<file path="src/hw/rtl/rde_pkg.sv">
// Shared types, constants and helpers for the radix digit emitter.
`default_nettype none

package rde_pkg;

	// Defaults for the top-level parameters
	localparam int DEF_VALUE_WIDTH = 63;
	localparam int DEF_UNARY_LIMIT = 63;

	// Register and code constants
	localparam logic [4:0] RADIX_RESET  = 5'd10;
	localparam logic [4:0] RADIX_MAX    = 5'd16;
	localparam logic [4:0] RADIX_UNARY  = 5'd1;
	localparam logic [6:0] NEWLINE_CODE = 7'd10;
	localparam logic [6:0] TALLY_CODE   = 7'd124;
	localparam logic [6:0] CHAR_ZERO    = 7'd48;
	localparam logic [6:0] CHAR_ALPHA   = 7'd55;

	// Digit store geometry: at most MAX_DIGITS digits per transaction
	localparam int STORE_AW   = 6;
	localparam int STORE_DEPTH = 64;
	localparam logic [STORE_AW-1:0] MAX_DIGITS = 6'd63;

	// Tally counter width covers UNARY_LIMIT up to 63
	localparam int TALLY_W = 6;

	typedef enum logic [2:0] {
		ST_IDLE,
		ST_DIV,
		ST_EMIT,
		ST_TALLY,
		ST_NEWLINE
	} state_t;

	typedef enum logic [1:0] {
		KIND_DIGIT,
		KIND_TALLY,
		KIND_NEWLINE
	} kind_t;

	// Divider commands from the sequencer
	typedef struct packed {
		logic load;
		logic cont;
	} div_ctrl_t;

	// Divider status back to the sequencer
	typedef struct packed {
		logic       done;
		logic       q_nonzero;
		logic [3:0] digit;
	} div_stat_t;

	// Map one digit to its ASCII character, 'A'-'F' above nine
	function automatic logic [6:0] digit_char(input logic [3:0] d);
		logic [6:0] dw;
		dw = {3'b000, d};
		if (d < 4'd10) begin
			return CHAR_ZERO + dw;
		end
		return CHAR_ALPHA + dw;
	endfunction

endpackage

`default_nettype wire

</file>
<file path="src/hw/rtl/rde_serial_div.sv">
// Bit-serial restoring divider: one quotient bit per cycle, quotient kept in place.
`default_nettype none

module rde_serial_div
	import rde_pkg::*;
#(
	parameter int VALUE_WIDTH = DEF_VALUE_WIDTH
) (
	input  wire logic                   clk,
	input  wire logic                   arst_n,
	input  wire div_ctrl_t              ctrl,
	input  wire logic [VALUE_WIDTH-1:0] value,
	input  wire logic [4:0]             base,
	output div_stat_t                   stat
);

	localparam int BCW = $clog2(VALUE_WIDTH);
	localparam logic [BCW-1:0] BIT_LAST = BCW'(VALUE_WIDTH - 1);

	logic                   run_q;
	logic [BCW-1:0]         bit_q;
	logic [3:0]             rem_q;
	logic                   qnz_q;
	logic [VALUE_WIDTH-1:0] val_q;

	logic [4:0] trial;
	logic [4:0] diff;
	logic       qbit;
	logic [3:0] rem_next;

	// Trial subtract of the base from the shifted partial remainder
	assign trial    = {rem_q, val_q[VALUE_WIDTH-1]};
	assign qbit     = (trial >= base);
	assign diff     = trial - base;
	assign rem_next = qbit ? diff[3:0] : trial[3:0];

	// Report the digit on the last bit of a pass
	assign stat.done      = run_q && (bit_q == BIT_LAST);
	assign stat.q_nonzero = qnz_q | qbit;
	assign stat.digit     = rem_next;

	// Advance control of the pass
	always_ff @(posedge clk or negedge arst_n) begin
		if (!arst_n) begin
			run_q <= 1'b0;
			bit_q <= '0;
		end else if (ctrl.load || ctrl.cont) begin
			run_q <= 1'b1;
			bit_q <= '0;
		end else if (run_q) begin
			if (bit_q == BIT_LAST) begin
				run_q <= 1'b0;
			end
			bit_q <= bit_q + 1'b1;
		end
	end

	// Shift the dividend out and the quotient in
	always_ff @(posedge clk) begin
		if (ctrl.load) begin
			val_q <= value;
		end else if (run_q) begin
			val_q <= {val_q[VALUE_WIDTH-2:0], qbit};
		end
		if (ctrl.load || ctrl.cont) begin
			rem_q <= '0;
			qnz_q <= 1'b0;
		end else if (run_q) begin
			rem_q <= rem_next;
			qnz_q <= qnz_q | qbit;
		end
	end

endmodule

`default_nettype wire

</file>
<file path="src/hw/rtl/radix_digit_emitter.sv">
// Top level of the radix digit emitter: sequencer, digit store and output stage.
//
// Usage: write radix with radix_we/radix_wdata while the block is idle (reset 10;
// 0 acts as 1, above 16 acts as 16). A transaction starts at a clock edge with
// start high and busy low; value is taken then. The block raises busy until
// its last character has been issued. Characters leave on char_code, last and
// saturated, each valid for one cycle with strobe high; the receiver cannot
// stall, so nothing ever waits at the output.
// Bases 2..16: the bit-serial divider produces one digit per pass over all
// VALUE_WIDTH bits, least significant first, into a 64-entry digit store;
// the digits are then read back most significant first at one per cycle,
// then newline. A transaction yields at most 63 digits at the default width
// (63 binary digits); zero gives the newline only. Base 1: one '|' per
// cycle, up to UNARY_LIMIT, then newline, with saturated set on every
// character when the tally was cut.
// Each character is registered in the issue stage and again in the output stage.
// Reset puts the sequencer in idle and clears the output strobe; the digit
// store needs no clearing since every entry is written before it is read.
`default_nettype none

module radix_digit_emitter
	import rde_pkg::*;
#(
	parameter int VALUE_WIDTH = DEF_VALUE_WIDTH,
	parameter int UNARY_LIMIT = DEF_UNARY_LIMIT
) (
	input  wire logic                   clk,
	input  wire logic                   arst_n,
	input  wire logic                   radix_we,
	input  wire logic [4:0]             radix_wdata,
	input  wire logic                   start,
	output logic                        busy,
	input  wire logic [VALUE_WIDTH-1:0] value,
	output logic                        strobe,
	output logic [6:0]                  char_code,
	output logic                        last,
	output logic                        saturated
);

	localparam logic [TALLY_W-1:0] LIMIT_T = TALLY_W'(UNARY_LIMIT);

	state_t              state_q, state_d;
	logic [4:0]          radix_q;
	logic [4:0]          base_q;
	logic                sat_q;
	logic [TALLY_W-1:0]  tally_q;
	logic [STORE_AW-1:0] cnt_q;
	logic [STORE_AW-1:0] ptr_q;

	logic [3:0] store_mem [STORE_DEPTH];

	logic       vld_s1;
	kind_t      kind_s1;
	logic       sat_s1;
	logic [3:0] digit_s1;

	logic       strobe_q;
	logic [6:0] char_q;
	logic       last_q;
	logic       sat_out_q;

	div_ctrl_t div_ctrl;
	div_stat_t div_stat;

	logic               accept;
	logic [4:0]         base_in;
	logic               unary_in;
	logic               over_in;
	logic               val_nz;
	logic [TALLY_W-1:0] tally_in;
	logic               more;
	logic               wr_en;
	logic               iss_vld;
	kind_t              iss_kind;

	// Clamp the configured base and size the tally
	always_comb begin
		base_in = radix_q;
		if (radix_q == 5'd0) begin
			base_in = RADIX_UNARY;
		end else if (radix_q > RADIX_MAX) begin
			base_in = RADIX_MAX;
		end
	end

	assign busy     = (state_q != ST_IDLE);
	assign accept   = start && !busy;
	assign unary_in = (base_in == RADIX_UNARY);
	assign over_in  = (value > VALUE_WIDTH'(UNARY_LIMIT));
	assign val_nz   = |value;
	assign tally_in = over_in ? LIMIT_T : value[TALLY_W-1:0];
	assign more     = div_stat.q_nonzero && (cnt_q < (MAX_DIGITS - 1'b1));

	// Next state
	always_comb begin
		state_d = state_q;
		case (state_q)
			ST_IDLE: begin
				if (accept) begin
					if (unary_in) begin
						state_d = (tally_in == '0) ? ST_NEWLINE : ST_TALLY;
					end else begin
						state_d = val_nz ? ST_DIV : ST_NEWLINE;
					end
				end
			end
			ST_DIV: begin
				if (div_stat.done && !more) begin
					state_d = ST_EMIT;
				end
			end
			ST_EMIT: begin
				if (ptr_q == '0) begin
					state_d = ST_NEWLINE;
				end
			end
			ST_TALLY: begin
				if (tally_q == TALLY_W'(1)) begin
					state_d = ST_NEWLINE;
				end
			end
			ST_NEWLINE: begin
				state_d = ST_IDLE;
			end
			default: begin
				state_d = ST_IDLE;
			end
		endcase
	end

	// Sequencer outputs
	always_comb begin
		div_ctrl.load = 1'b0;
		div_ctrl.cont = 1'b0;
		wr_en         = 1'b0;
		iss_vld       = 1'b0;
		iss_kind      = KIND_NEWLINE;
		case (state_q)
			ST_IDLE: begin
				div_ctrl.load = accept && !unary_in && val_nz;
			end
			ST_DIV: begin
				wr_en         = div_stat.done;
				div_ctrl.cont = div_stat.done && more;
			end
			ST_EMIT: begin
				iss_vld  = 1'b1;
				iss_kind = KIND_DIGIT;
			end
			ST_TALLY: begin
				iss_vld  = 1'b1;
				iss_kind = KIND_TALLY;
			end
			ST_NEWLINE: begin
				iss_vld  = 1'b1;
				iss_kind = KIND_NEWLINE;
			end
			default: begin
				iss_vld = 1'b0;
			end
		endcase
	end

	rde_serial_div #(
		.VALUE_WIDTH(VALUE_WIDTH)
	) u_div (
		.clk   (clk),
		.arst_n(arst_n),
		.ctrl  (div_ctrl),
		.value (value),
		.base  (base_q),
		.stat  (div_stat)
	);

	// Hold the radix register
	always_ff @(posedge clk or negedge arst_n) begin
		if (!arst_n) begin
			radix_q <= RADIX_RESET;
		end else if (radix_we) begin
			radix_q <= radix_wdata;
		end
	end

	// Advance the sequencer and its counters
	always_ff @(posedge clk or negedge arst_n) begin
		if (!arst_n) begin
			state_q <= ST_IDLE;
			base_q  <= RADIX_RESET;
			sat_q   <= 1'b0;
			tally_q <= '0;
			cnt_q   <= '0;
			ptr_q   <= '0;
		end else begin
			state_q <= state_d;
			if (accept) begin
				base_q  <= base_in;
				sat_q   <= unary_in && over_in;
				tally_q <= tally_in;
				cnt_q   <= '0;
			end
			if (wr_en) begin
				cnt_q <= cnt_q + 1'b1;
				ptr_q <= cnt_q;
			end
			if (state_q == ST_EMIT) begin
				ptr_q <= ptr_q - 1'b1;
			end
			if (state_q == ST_TALLY) begin
				tally_q <= tally_q - 1'b1;
			end
		end
	end

	// Write digits as they finish; read them back most significant first
	always_ff @(posedge clk) begin
		if (wr_en) begin
			store_mem[cnt_q] <= div_stat.digit;
		end
		if (iss_vld && (iss_kind == KIND_DIGIT)) begin
			digit_s1 <= store_mem[ptr_q];
		end
	end

	// Issue stage control
	always_ff @(posedge clk or negedge arst_n) begin
		if (!arst_n) begin
			vld_s1 <= 1'b0;
		end else begin
			vld_s1 <= iss_vld;
		end
	end

	always_ff @(posedge clk) begin
		kind_s1 <= iss_kind;
		sat_s1  <= sat_q && (iss_kind != KIND_DIGIT);
	end

	// Output stage: map to ASCII and register the strobe
	always_ff @(posedge clk or negedge arst_n) begin
		if (!arst_n) begin
			strobe_q <= 1'b0;
		end else begin
			strobe_q <= vld_s1;
		end
	end

	always_ff @(posedge clk) begin
		case (kind_s1)
			KIND_DIGIT:   char_q <= digit_char(digit_s1);
			KIND_TALLY:   char_q <= TALLY_CODE;
			KIND_NEWLINE: char_q <= NEWLINE_CODE;
			default:      char_q <= NEWLINE_CODE;
		endcase
		last_q    <= (kind_s1 == KIND_NEWLINE);
		sat_out_q <= sat_s1;
	end

	assign strobe    = strobe_q;
	assign char_code = char_q;
	assign last      = last_q;
	assign saturated = sat_out_q;

	// The divider finishes a digit only while the sequencer divides
	a_done_in_div: assert property (@(posedge clk) disable iff (!arst_n)
		div_stat.done |-> (state_q == ST_DIV))
		else $error("divider digit outside the divide phase");

	// Digit count never exceeds the store limit
	a_cnt_limit: assert property (@(posedge clk) disable iff (!arst_n)
		cnt_q <= MAX_DIGITS)
		else $error("digit count beyond store limit");

	// A closing character is always a newline
	a_last_newline: assert property (@(posedge clk) disable iff (!arst_n)
		(strobe_q && last_q) |-> (char_q == NEWLINE_CODE))
		else $error("last character is not a newline");

	// An accepted transaction raises busy in the next cycle
	a_accept_busy: assert property (@(posedge clk) disable iff (!arst_n)
		accept |=> busy)
		else $error("busy not raised after accept");

	// Saturation only marks tally or newline characters
	a_sat_kind: assert property (@(posedge clk) disable iff (!arst_n)
		(strobe_q && sat_out_q) |-> ((char_q == TALLY_CODE) || (char_q == NEWLINE_CODE)))
		else $error("saturated flag on a digit character");

endmodule

`default_nettype wire

</file>
<file path="config.mk">
export PLATFORM = sky130hd
export DESIGN_NAME = radix_digit_emitter
export DESIGN_NICKNAME = d
export VERILOG_FILES = /design/src/hw/rtl/rde_pkg.sv /design/src/hw/rtl/rde_serial_div.sv /design/src/hw/rtl/radix_digit_emitter.sv
export SDC_FILE = /design/constraint.sdc
export NUM_CORES = 1
export LEC_CHECK = 0
export BUFFER_PORTS_ARGS = -buffer_cell sky130_fd_sc_hd__buf_2
export CORE_ASPECT_RATIO = 0.9
export CORE_MARGIN = 5
export CORE_UTILIZATION = 55
export DETAILED_ROUTE_END_ITERATION = 10
export GPL_ROUTABILITY_DRIVEN = 0
export PLACE_DENSITY = 0.74
export SYNTH_ARGS = -nofsm -noshare
export SYNTH_HDL_FRONTEND = slang
export SYNTH_HIERARCHICAL = 1
export SYNTH_SLANG_ARGS = --single-unit
export TNS_END_PERCENT = 1
</file>
<file path="constraint.sdc">
create_clock -name clk -period 5.35 [get_ports clk]
set_clock_uncertainty 0.2 [all_clocks]
set_input_delay 0.8025 -clock clk [delete_from_list [all_inputs] [get_ports clk]]
set_output_delay 0.8025 -clock clk [all_outputs]
set_load 0.02 [all_outputs]
</file>
==> flow_summary_export.csv <==
group,metric,value,unit
synthesis,syn_area_per_cell,16.03,um^2
synthesis,yosys_warnings,6,
worst_setup_path,path_class,"reg2reg",
clocking,clk_latency,530,ps
synthesis,async_flop_share,10.76,%
worst_setup_path,startpoint_type,"flop",
global_route,grt_start_max_net_pins,66,
place,hpwl,21.41,mm
flow_run,cap_violations,0,
global_route,grt_pass1_vias,9018,
floorplanning,start_util,55.51,%
synthesis,synth_top_family_by_area,"multiplexers",
worst_setup_path,r2r_slack,1760,ps
power_and_ir_drop,leakage,6.225,nW
finish,mostFrequentLayoutCells,"323 x edfxtp_1, 103 x nor2_1, 82 x buf_2",
floorplanning,row_count,59,
worst_hold_path,hold_start,"sat_s1",
place,dp_cells,1404,
synthesis,netlist_area,15980,um^2
sta,finalHoldViolCount,0,
sta,tns,0,ps
clocking,htree_levels,2,
power_and_ir_drop,p_per_area,618.3,nW/um^2
synthesis,synth_xor_area_share,0.4385,%
floorplanning,ioPinCount,83,
finish,finalNetCount,1165,
route,drt-initial-drc-count,859,
floorplanning,coreArea,28790,um^2
finish,area_growth_syn_to_layout,12.64,%
synthesis,ys_ff_latch,381,
worst_setup_path,cp-startpoint,"u_div/bit_q[0]",
worst_setup_path,required,5320,ps
sta,max_slew_margin,29.42,%
clocking,cts_tree,"built",
route,firstDrtPassIters,5,
floorplanning,die_area,32570,um^2
synthesis,ys_types,59,
power_and_ir_drop,irDropWorstVdd,0.0008068,V
worst_setup_path,r2r_end,"store_mem[27][2]",
floorplanning,die_w,189.7,um
sta,fmax,278.7,MHz
synthesis,syn-num-nets,1083,
place,place_area,16720,um^2
finish,utilization,62.53,%
clocking,root_buffer,"clkbuf_16",
power_and_ir_drop,power.total,11.13,mW
status,status,"finished, final reports clean",
synthesis,synth_edf_count,323,
sta,rsz0062_at_grt,"no",
finish,postLayoutCellArea,18000,um^2
synthesis,synthMuxAreaShare,15.13,%
finish,final_common_cell,"edfxtp_1",
worst_setup_path,endpoint,"store_mem[27][2]",
synthesis,synth_simple_gate_area_share,8.143,%
worst_setup_path,reg2reg_depth,8,
sta,tightest_slew,1059,ps
global_route,grt.total_usage,20.74,%
synthesis,synth_compound_area_share,3.891,%
route,drc,0,
worst_setup_path,cp.arrival,3550,ps
sta,setup_viol,0,
clocking,cts_buffers,39,
finish,drive_gt1_share,27.59,%
place,port_buffers,82,
worst_setup_path,worstReg2RegStart,"u_div/bit_q[0]",
clocking,path_clk_slew,60,ps
clocking,cts_buffer_depth,3,
route,detail_route.wl_per_cell,22.92,um
clocking,cts_setup_buffers,0,
route,final_antenna_net_count,0,
sta,fin_crit_sh,67.06,%
synthesis,ys_seq_area_share,69.28,%
worst_setup_path,crit_fanout,14,
sta,fin_crit,3588,ps
synthesis,synthAdderAreaFrac,1.143,%
floorplanning,die_height,171.7,um
sta,finalMaxSlewViolations,0,
synthesis,netlist_instances,997,
route,dr_total_vias,9087,
worst_hold_path,hold_path.class,"reg2reg",
synthesis,synth_ff_type,"edfxtp_1",
clocking,cts_hold_buf,0,
route,routed_via_density,6.161,
clocking,cts.sinks,381,
finish,fin_cells,1475,
worst_setup_path,cp-end-kind,"flop",
global_route,antenna_found_initial,0,
global_route,grt_pass1_wl,51.86,mm
global_route,overflow,0,
finish,diodes,0,
route,drt_wl_total,33.80,mm
clocking,cts.repair.resized,0,
kinds of logic (layout without fill, tap and decap cells):
kind of cell	Yosys count	after routing
compound gates	97	97
mux	150	150
buf+inv	74	186
xor+xnor	8	8
flops	381	381
simple gates	273	273
fa+ha+maj	14	14
how the worst min path moves through the flow:
| stage | slack [ps] | depth (start not counted) | end |
|---|---|---|---|
| floorplan | 110 | 0 | saturated |
| global placement | 120 | 0 | saturated |
| detailed placement | 120 | 0 | saturated |
| CTS | 130 | 0 | saturated |
| global route | 150 | 0 | saturated |
| finish | 130 | 0 | saturated |
registers in the layout, indices dropped and copies added, names as in the netlist, 2 cells and up:
signal,flops
char_code,7
radix_q,5
store_mem,256
digit_s1,4
u_div/bit_q,6
cnt_q,6
ptr_q,6
tally_q,6
u_div/rem_q,4
kind_s1,2
state_q,3
base_q,5
u_div/val_q,63
critical path, cell delays in order (launching register included):
cell and delay [ps]:
dfrtp_1 420, inv_1 70, ha_1 150, and4_1 200, and3_1 250, nand3_1 430, nor2_1 450, nand3_1 500
nor2_1 560
through the flow:
| stage | hold slack [ps] | setup slack [ps] |
|---|---|---|
| floorplan | 109.6 | 1438 |
| global placement | 115.2 | 1401 |
| detailed placement | 117.8 | 1305 |
| CTS | 131.8 | 1783 |
| global route | 154.8 | 1555 |
| finish | 127.6 | 1762 |
cell usage after synthesis (4+ instances only):
master | count | area, um^2
o21ai_0 | 31 | 155.2
buf_2 | 15 | 75.07
and3_1 | 5 | 31.28
a22oi_1 | 5 | 37.54
or2_2 | 6 | 37.54
ha_1 | 13 | 162.7
inv_1 | 21 | 78.83
a211oi_1 | 9 | 67.56
nor2b_1 | 13 | 81.33
nand2_1 | 53 | 198.9
a21oi_1 | 21 | 105.1
nand2b_1 | 8 | 50.05
nor2_1 | 103 | 386.6
nor4_1 | 17 | 106.4
nor3_1 | 14 | 70.07
dfstp_2 | 4 | 105.1
o211ai_1 | 6 | 45.04
nand3_1 | 26 | 130.1
xor2_1 | 5 | 43.79
buf_1 | 6 | 22.52
clkbuf_1 | 27 | 101.4
nand4_1 | 6 | 37.54
mux4_2 | 64 | 1441
edfxtp_1 | 323 | 9699
dfrtp_1 | 37 | 925.9
dfxtp_1 | 17 | 340.3
mux2i_1 | 11 | 110.1
or3_1 | 5 | 31.28
mux2_2 | 72 | 810.8
report_power, final:
part,internal [mW],leakage (nW),total (mW),switching (mW)
Sequential,4.78,3.65,5.19,0.408
Combinational,1.22,1.96,3.25,2.03
Clock,1.59,0.621,2.69,1.09
Total,7.60,6.22,11.1,3.53
final cells by class:
cell class	instances	area, um^2
inverter	22	82.58
tap	366	457.9
clock buffer	54	1062
sequential	381	11080
fill	2065	10790
multi-input combinational	542	4611
timing repair buffer	93	493.0
clock inverter	17	217.7
layer usage:
metal	GRT usage [%]	part of all wire, %	vias up
li1	-	-	4041
met1	29.94	41	4585
met2	33.45	49	390
met3	3.206	7.7	71
met4	6.132	2.6	0
met5	0	0	-
Power figures use the tool's default switching activity.
